--- config.mk ---
export PLATFORM = sky130hd
export DESIGN_NAME = xda_ctrl
export DESIGN_NICKNAME = d
export VERILOG_FILES = /design/src/rtl/xda_pkg.sv /design/src/rtl/xda_ctrl.sv
export SDC_FILE = /design/constraint.sdc
export NUM_CORES = 1
export LEC_CHECK = 0
export BUFFER_PORTS_ARGS = -buffer_cell sky130_fd_sc_hd__buf_2
export CAP_MARGIN = 5
export CORE_AREA = 2 2 39 41
export DETAILED_ROUTE_END_ITERATION = 6
export DIE_AREA = 0 0 41 43
export SYNTH_ARGS = -nofsm -noshare
export SYNTH_HDL_FRONTEND = slang
export SYNTH_SLANG_ARGS = --single-unit
--- constraint.sdc ---
create_clock -name clk -period 1.5 [get_ports clk]
set_input_delay 0.075 -clock clk [delete_from_list [all_inputs] [get_ports clk]]
set_output_delay 0.075 -clock clk [all_outputs]
set_load 0.05 [all_outputs]
--- src/rtl/xda_pkg.sv ---
package xda_pkg;

  // operation codes of an input item
  localparam logic [2:0] OP_LOAD_ROW   = 3'd0;
  localparam logic [2:0] OP_LOAD_COL   = 3'd1;
  localparam logic [2:0] OP_WRITE_CELL = 3'd2;
  localparam logic [2:0] OP_RUN        = 3'd3;
  localparam logic [2:0] OP_READ_CELL  = 3'd4;

  // register indexes on the configuration port
  localparam logic [1:0] REG_ROW_LEN = 2'd0;
  localparam logic [1:0] REG_COL_LEN = 2'd1;
  localparam logic [1:0] REG_X_THR   = 2'd2;

  localparam logic [6:0]  ROW_LEN_RESET = 7'd64;
  localparam logic [6:0]  COL_LEN_RESET = 7'd64;
  localparam logic [14:0] X_THR_RESET   = 15'd10;

  // result kinds
  localparam logic KIND_RUN  = 1'b0;
  localparam logic KIND_READ = 1'b1;

  localparam logic signed [15:0] PRUNED_MARK = 16'sh8000;
  localparam logic signed [17:0] SCORE_HI    = 18'sd32767;
  localparam logic signed [17:0] SCORE_LO    = -18'sd32767;

  typedef enum logic [3:0] {
    CMD_NONE,
    CMD_READ_RESP,
    CMD_INIT,
    CMD_AD_CHECK,
    CMD_CELL_CHECK,
    CMD_RD_D,
    CMD_RD_L,
    CMD_RD_U,
    CMD_CELL_WR,
    CMD_PRUNE_RD,
    CMD_PRUNE_EV,
    CMD_TRIM,
    CMD_FINISH
  } cmd_e_t;

  typedef struct packed {
    cmd_e_t cmd;
    logic   stopped;
  } ctrl_cmd_t;

  typedef struct packed {
    logic ad_done;
    logic band_empty;
    logic at_end;
    logic boundary;
  } dp_status_t;

endpackage

--- src/rtl/xda_ctrl.sv ---
module xda_ctrl (
  input  logic                  clk,
  input  logic                  rst_n,
  input  logic                  host_accept,
  input  logic [2:0]            host_op,
  input  xda_pkg::dp_status_t   status,
  output xda_pkg::ctrl_cmd_t    cmd,
  output logic                  idle
);

  typedef enum logic [3:0] {
    S_IDLE,
    S_READ,
    S_INIT,
    S_AD,
    S_CELL,
    S_RD_D,
    S_RD_L,
    S_RD_U,
    S_WR,
    S_PRUNE_RD,
    S_PRUNE_EV,
    S_TRIM,
    S_FIN_FULL,
    S_FIN_STOP
  } state_t;

  state_t state_r;

  always_ff @(posedge clk) begin
    if (!rst_n) begin
      state_r <= S_IDLE;
    end else begin
      case (state_r)
        S_IDLE: begin
          if (host_accept && host_op == xda_pkg::OP_RUN) begin
            state_r <= S_INIT;
          end else if (host_accept && host_op == xda_pkg::OP_READ_CELL) begin
            state_r <= S_READ;
          end
        end
        S_READ:  state_r <= S_IDLE;
        S_INIT:  state_r <= S_AD;
        S_AD: begin
          if (status.ad_done) begin
            state_r <= S_FIN_FULL;
          end else if (status.band_empty) begin
            state_r <= S_FIN_STOP;
          end else begin
            state_r <= S_CELL;
          end
        end
        S_CELL: begin
          if (status.at_end) begin
            state_r <= S_PRUNE_RD;
          end else if (!status.boundary) begin
            state_r <= S_RD_D;
          end
        end
        S_RD_D:  state_r <= S_RD_L;
        S_RD_L:  state_r <= S_RD_U;
        S_RD_U:  state_r <= S_WR;
        S_WR:    state_r <= S_CELL;
        S_PRUNE_RD: begin
          if (status.at_end) begin
            state_r <= S_TRIM;
          end else begin
            state_r <= S_PRUNE_EV;
          end
        end
        S_PRUNE_EV: state_r <= S_PRUNE_RD;
        S_TRIM:     state_r <= S_AD;
        S_FIN_FULL: state_r <= S_IDLE;
        S_FIN_STOP: state_r <= S_IDLE;
        default:    state_r <= S_IDLE;
      endcase
    end
  end

  always_comb begin
    cmd.stopped = 1'b0;
    case (state_r)
      S_READ:     cmd.cmd = xda_pkg::CMD_READ_RESP;
      S_INIT:     cmd.cmd = xda_pkg::CMD_INIT;
      S_AD:       cmd.cmd = xda_pkg::CMD_AD_CHECK;
      S_CELL:     cmd.cmd = xda_pkg::CMD_CELL_CHECK;
      S_RD_D:     cmd.cmd = xda_pkg::CMD_RD_D;
      S_RD_L:     cmd.cmd = xda_pkg::CMD_RD_L;
      S_RD_U:     cmd.cmd = xda_pkg::CMD_RD_U;
      S_WR:       cmd.cmd = xda_pkg::CMD_CELL_WR;
      S_PRUNE_RD: cmd.cmd = xda_pkg::CMD_PRUNE_RD;
      S_PRUNE_EV: cmd.cmd = xda_pkg::CMD_PRUNE_EV;
      S_TRIM:     cmd.cmd = xda_pkg::CMD_TRIM;
      S_FIN_FULL: cmd.cmd = xda_pkg::CMD_FINISH;
      S_FIN_STOP: begin
        cmd.cmd     = xda_pkg::CMD_FINISH;
        cmd.stopped = 1'b1;
      end
      default:    cmd.cmd = xda_pkg::CMD_NONE;
    endcase
  end

  assign idle = (state_r == S_IDLE);

endmodule

# Word-level counts from Yosys, hierarchy flattened
# Cells that the tools add are included.
# W data, S select, Z words.
[totals]
reg_bits = 4
output_inout_bits = 6
[classes]
n_eq_ne = 17
n_mux = 10
n_reduce_logical = 6
[ops]
columns = ["operator", "count"]
rows = [
  ["$pmux W4 S12", 1],
  ["$pmux W4 S10", 1],
  ["$eq A4 B4 Y1 const B", 6],
  ["$mux W4", 6],
  ["$eq A4 B3 Y1 const B", 4],
  ["$eq A4 B2 Y1 const B", 2],
  ["$eq A4 B1 Y1 const B", 1],
  ["$logic_not A4 Y1", 1],
  ["$reduce_or A2 Y1", 2],
  ["$eq A3 B2 Y1 const B", 1],
  ["$eq A3 B3 Y1 const B", 1],
  ["$ne A3 B1 Y1 const B", 1],
  ["$ne A3 B3 Y1 const B", 1],
  ["$logic_and A1 B1 Y1", 2],
  ["$mux W1", 2],
  ["$reduce_and A2 Y1", 1],
]

# Logic depth before layout (Yosys ltp)
# Gate-level depths: netlist of run 1.
[logic_depth]
depth_word = 5
depth_mapped = 6
mapped_depth_nobuf = 4

# Worst setup path before layout of run 1
# No wires, ideal clock.
[synth_timing]
path_kind = "register to register"
startpoint = "reg state_r[0]"
endpoint = "reg state_r[0]"
setup_ps = 214
t_arrival_ps = 2258
required_ps = 1286
path_slack_ps = -972
path_stages_with_launch = 4
n_path_buf = 1
cell_sequence = "dfxtp_1 buf_2 nor4_1 a221oi_2"
[synth_between]
elab_chain_cells = 3
word_cells_on_any_way = 16
cone_classes = "eq/ne: 12; mux: 1; reduce/logical: 3"
[synth_rtl]
columns = ["element", "line", "rtl"]
rows = [
  ["start, declared", "xda_ctrl.sv:28", "state_t state_r;"],
  ["start signal, assigned", "xda_ctrl.sv:32", "state_r <= S_IDLE;"],
  ["start signal, assigned", "xda_ctrl.sv:37", "state_r <= S_INIT;"],
  ["start signal, assigned", "xda_ctrl.sv:39", "state_r <= S_READ;"],
  ["$logic_not A4 Y1 *", "n/a", ""],
  ["net idle", "xda_ctrl.sv:8", "output logic idle"],
  ["$ne A3 B1 Y1 (no line)", "n/a", ""],
  ["$reduce_and A2 Y1 (no line)", "n/a", ""],
]
# Mark *: on every way through the listed nets, which the timed path passes. The rest lies on a longest branch.
# A chain may end at the register's enable or synchronous reset.

# Worst setup path in the final report of run 1
[layout_timing]
startpoint = "reg state_r[0]"
endpoint = "out idle"
[layout_between]
elab_chain_cells = 1
[layout_rtl]
columns = ["element", "line", "rtl"]
rows = [
  ["$logic_not A4 Y1", "xda_ctrl.sv:103", "assign idle = (state_r == S_IDLE);"],
  ["end, declared", "xda_ctrl.sv:8", ""],
]
# No other way between the ends.

==> metrics.md, run 1 <==
| Metric | Value |
|---|---|
| Status | finished clean |
| Area contributors post-synth | dfxtp_1, nor3b_1, a21boi_0, a21oi_1, o311a_1 |
| Mapped Area | 388 µm² |
| Tot GR Track Use | 0.132 |
| Post-Route Setup TNS | 0 ns |
| Critical-path cell list | buf_4 > nor4_4 > buf_4 |
| Crit path DAT | 1.29 ns |
| Routed Wire Length | 899 µm |
| Crit path launch | state_r[0] |
| Fin. Hold Viols | 0 |
| Routability congestion estimate | 0.767 |
| Worst r2r src | state_r[1] |
| CP max-delay cell | dfxtp_1 |
| First-pass GRT wire length | 1530 µm |
| Reg clk slew, reported paths | 0.04 ns |
| Launch point of the worst hold path | rst_n |
| Area delta synth->final | 33.2% |
| Vias in the first global route | 380 |
| Normalized max-slew margin | 0.690 |
| Mapped Cells | 49 |
| Max Root-Sink Buffers | 2 |
| Max-Cap Viols | 0 |
| Top cells by count, synth | a21oi_1, dfxtp_1, nor3b_1 |
| Sw Share | 0.520 |
| Vias | 405 |
| Combinational share of power | 0.634 |
| Total power | 1.05 mW |
| Syn_nets | 59 |
| Final min period | 1.37 ns |
| CP Launch Type | register |
| Mean post-synth cell area | 7.92 µm² |
| Crit path kind | register to primary output |
| WP data required | 1.42 ns |
| Pin count of the biggest net entering global routing | 14 |
| Clock sinks | 4 |
| Vias/cell | 5.00 |
| Rows | 14 |
| Post-synth EDFFs | 0 |
| Wirelength per Cell | 11.1 µm |
| Fmax | 0.730 GHz |
| Core Box Area | 1380 µm² |
| WP buf/inv | 2 |
| Min-delay worst type | input port to register |
| Pre-Repair DR Iteration Count | 2 |
| Static Leak | 0.239 nW |
| Fin Hold WS | 0.120 ns |
| CTS root buf | clkbuf_4 |
| Top cell by count, worst path | buf_4 |
| H-tree depth | 1 |
| Largest register by flop count | state_r |
| Crit-path max FO | 6 |
| Initial core utilization | 0.280 |
| # setup viols final | 0 |
| Fin nets | 77 |
| Post-synthesis sequential area ratio | 0.206 |
| Antenna fix cells | 0 |
| CP top delay family | buffers and inverters |
| Die height | 43 µm |
| Slowest cell delay on critical path | 0.34 ns |
| Antenna violations before repair | 0 |
| Max FFs per register | 4 |
| # IOs | 16 |
| Initial DRC Count | 2 |
| Clock network power share | 0.124 |
| Die area | 1760 µm² |
| Share of cells above drive strength 1 | 0.415 |
| CTS tree | yes |
| RSZ-0062 raised after global routing | no |
| # DRC | 0 |
| Cell variety after synth | 28 |
| Peak supply drop | 1010 µV |
| Biggest regs | state_r: 4 flops |
| Sw Pwr | 0.547 mW |
| Worst-Skew Late Latency | 0.23 ns |
| Post-CTS Repair Setup Buffers | 0 |
| Yosys reg bits | 4 |
| Top cell type's share of synthesized area | 0.206 |
| DP Cell Count | 78 |
| Finished Layout Cells | 81 |
| Pwr dens | 2030 nW/µm² |
| Synth warnings | 0 |
| DP Wirelength | 708 µm |
| Fin crit share | 0.913 |
| Num CTS Buffers | 3 |
| Ys async rst share | 0 |
| Hold_buf cts | 0 |
| Worst Max-Slew Pin Slew | 0.464 ns |
| Routed Antenna Nets | 0 |
| Port bufs | 15 |
| Int Pwr | 0.504 mW |
| Reg power frac | 0.241 |
| Largest area contributor in the synthesized netlist | dfxtp_1 |
| Clk_skew | 0.00109 ns |
| Top FF cell, synth | dfxtp_1 |
| Grt total ovfl | 0 |
| Die X | 41 µm |
| Final Slew Violations | 0 |
| CP endpoint kind | primary output |
## metrics by stage
step | util | setup slack [ns] | instance area (µm²)
3_3_place_gp | 0.352 | 0.173 | 487
3_5_place_dp | 0.352 | 0.186 | 487
5_1_grt | 0.373 | 0.0382 | 517
6_report | 0.373 | 0.130 | 517
2_1_floorplan | - | -0.287 | 403
4_1_cts | 0.368 | 0.0200 | 509
## layout by cell type (no fill, tap or decap), drive strengths merged, types with 2 or more instances in the layout
master,Yosys,final
a21oi,4,4
nor2,2,2
a21boi,3,3
o211ai,2,2
nor3b,4,4
o21ai,3,3
nor3,3,3
dfxtp,4,4
buf,5,17
clkbuf,0,4
o311a,2,2
inv,3,3
nand2,2,2
## area by class of cell
class | instances | area (µm²)
Clock buffer | 3 | 22.5
Fill cell | 155 | 867
Inverter | 3 | 11.3
Multi-Input combinational cell | 37 | 278
Sequential cell | 4 | 82.6
Tap cell | 16 | 20.0
Timing Repair Buffer | 18 | 103
## final timing paths
| path | to | slack (ns) | cells past startpoint |
|---|---|---|---|
| min | state_r[1] | 0.12 | 2 |
| min reg2reg | state_r[2] | 0.71 | 3 |
| max reg2reg | state_r[3] | 0.21 | 3 |
| max | idle | 0.13 | 3 |
## kinds of logic after synthesis
family,count (synthesis),share of synthesized area
AOI/OAI and AO/OA,19,0.368
and+or+nand+nor,17,0.287
buffers and inverters,8,0.116
DFF,4,0.206
xor gates and xnor gates,1,0.0226
## what timing repair did
| item | 4_1_cts | 5_1_grt |
|---|---|---|
| gates resized for setup | 0 | 5 |
| hold endpoints to repair | 0 | 0 |
| endpoints found under the setup margin | 0 | 3 |
## power groups by stage
stage                     Clock (mW)  Combinational, mW  Sequential (mW)
final                          0.131              0.667            0.253
after global routing           0.149              0.725            0.261
after CTS                      0.140              0.654            0.249
after detailed placement           0              0.652            0.251
after global placement             0              0.651            0.253
after floorplan                    0              0.627            0.162
## metal layers
metal  global-route usage  vias up  part of all wire
met3               0.0157        0             0.038
met4                0.120        0                 0
met5                    0        -                 0
li1                     -      218                 -
met2                0.200        8              0.53
met1                0.150      179              0.43
No activity file was read; power rests on OpenSTA's default activity.
==> run 2: changes to the inputs <==
--- a/config.mk
+++ b/config.mk
@@ -8,8 +8,10 @@
 export BUFFER_PORTS_ARGS = -buffer_cell sky130_fd_sc_hd__buf_2
 export CAP_MARGIN = 5
 export CORE_AREA = 2 2 39 41
+export CTS_CLUSTER_SIZE = 40
 export DETAILED_ROUTE_END_ITERATION = 6
 export DIE_AREA = 0 0 41 43
+export REMOVE_ABC_BUFFERS = 1
 export SYNTH_ARGS = -nofsm -noshare
 export SYNTH_HDL_FRONTEND = slang
 export SYNTH_SLANG_ARGS = --single-unit
==> run 2 against run 1 <==
Routed wire length rose by 4.8%. Via count rose by 8.9%. Largest cell class unchanged. Die area is the same. Sequential share of layout area increased by 0.90 points. Highest routed layer unchanged. Fmax decreased by 1.5%. Critical path type unchanged. Count of clock-buffer cells in the layout stayed put.
==> metrics.md, run 2 (same netlist as run 1, synthesis figures left out) <==
| Metric | Value |
|---|---|
| Status | finished clean |
| Worst-Skew Late Latency | 0.24 ns |
| Routed Wire Length | 942 µm |
| R2R depth | 4 |
| Die X | 41 µm |
| Vias | 441 |
| Crit path kind | register to primary output |
| Slowest cell delay on critical path | 0.39 ns |
| Pwr dens | 2030 nW/µm² |
| Post-layout util | 0.359 |
| Routability congestion estimate | 0.773 |
| CTS root buf | clkbuf_4 |
| Max Root-Sink Buffers | 2 |
| Crit-path max FO | 10 |
| Area delta synth->final | 28.1% |
| Final min period | 1.39 ns |
| Grt total ovfl | 0 |
| Min-delay worst type | input port to register |
| Core Box Area | 1380 µm² |
| Biggest regs | state_r: 4 flops |
| Crit path DAT | 1.32 ns |
| Most common cell after layout, fill and taps aside | buf_2 |
| Clock sinks | 4 |
| Hold_buf cts | 0 |
| Crit path launch | state_r[1] |
| Total power | 1.01 mW |
| WP data required | 1.42 ns |
| Antenna fix cells | 0 |
| DP Wirelength | 696 µm |
| Num CTS Buffers | 3 |
| Final Slew Violations | 0 |
| Initial DRC Count | 8 |
| CTS tree | yes |
| Antenna violations before repair | 0 |
| H-tree depth | 1 |
| Vias/cell | 5.51 |
| Worst Max-Slew Pin Slew | 0.313 ns |
| Max FFs per register | 4 |
| Tot GR Track Use | 0.127 |
| Reg2reg setup slack | 0.22 ns |
| Crit path to | idle |
| Pre-Repair DR Iteration Count | 4 |
| Die height | 43 µm |
| Static Leak | 0.230 nW |
| Reg clk slew, reported paths | 0.04 ns |
| Normalized max-slew margin | 0.791 |
| Worst r2r src | state_r[2] |
| Port bufs | 15 |
| Fin. Hold Viols | 0 |
| # IOs | 16 |
| Pin count of the biggest net entering global routing | 14 |
| Finished Cell Area | 497 µm² |
| Worst r2r dst | state_r[3] |
| Routed Antenna Nets | 0 |
| Max-Cap Viols | 0 |
| Placed Area | 464 µm² |
| Vias in the first global route | 367 |
| CP endpoint kind | primary output |
| Post-Route Setup TNS | 0 ns |
| Commonest cells after routing, fill and taps aside | buf_2, a21oi_1, nor3b_1 |
| First-pass GRT wire length | 1540 µm |
| Fin crit share | 0.927 |
| # setup viols final | 0 |
| Share of cells above drive strength 1 | 0.422 |
| RSZ-0062 raised after global routing | no |
| CP Launch Type | register |
| Fmax | 0.719 GHz |
| Peak supply drop | 814 µV |
| Initial core utilization | 0.280 |
| Number of fillers in the final layout | 157 |
| # DRC | 0 |
| Fin nets | 76 |
| Largest register by flop count | state_r |
| CP max-delay cell | dfxtp_1 |
| Wirelength per Cell | 11.8 µm |
| Rows | 14 |
| Clk_skew | 0.00722 ns |
| Critical-path cell list | nor4_2 > buf_2 |
| Die area | 1760 µm² |
## run 2: stage by stage
step | cells | hold WS (ns) | worst slack (ns)
3_5_place_dp | 77 | 0.359 | 0.120
2_1_floorplan | 44 | 0.193 | -0.961
6_report | 80 | 0.107 | 0.109
4_1_cts | 80 | 0.101 | 0.0292
3_3_place_gp | 77 | 0.354 | 0.153
5_1_grt | 80 | 0.0964 | 0.0419
## run 2: worst max-delay path, delay by kind of cell, from the launching register on
| kind | cells | cell delay, ns |
|---|---|---|
| simple gates | 1 | 0.36 |
| buf+inv | 1 | 0.33 |
| flops | 1 | 0.39 |
## run 2: cell type report
type,count,area [µm²],area share
clock buffer,3,22.5,0.0453
inverter,3,11.3,0.0227
multi-input combinational,37,269,0.542
sequential,4,83.8,0.169
tap,16,20.0,0.0403
timing repair buffer,17,90.1,0.181
## run 2: per-layer routing
metal | global-route usage | routed length [µm] | vias up
met3 | 0.0628 | 64 | 0
met5 | 0 | 0 | -
met4 | 0.0400 | 0 | 0
met2 | 0.178 | 474 | 20
li1 | - | - | 217
met1 | 0.167 | 404 | 204
## run 2: what timing repair did
action                     in CTS  in global routing
setup endpoints to repair       1                  3
resized for setup               1                  3
setup buffers                   0                  0
## run 2: how the worst min path moves through the flow
| stage | from | to | slack (ns) | cells past startpoint |
|---|---|---|---|---|
| 2_1_floorplan | rst_n | state_r[2] | 0.19 | 1 |
| 3_3_place_gp | rst_n | state_r[3] | 0.35 | 2 |
| 3_5_place_dp | rst_n | state_r[3] | 0.36 | 2 |
| 4_1_cts | rst_n | state_r[2] | 0.10 | 2 |
| 5_1_grt | rst_n | state_r[3] | 0.1 | 2 |
| 6_report | rst_n | state_r[2] | 0.11 | 2 |
## run 2: power by group
part           internal [mW]  switching (mW)  leakage [nW]
Sequential             0.150           0.104        0.0340
Clock                 0.0898          0.0483        0.0138
Combinational          0.222           0.394         0.182
Total                  0.461           0.546         0.230
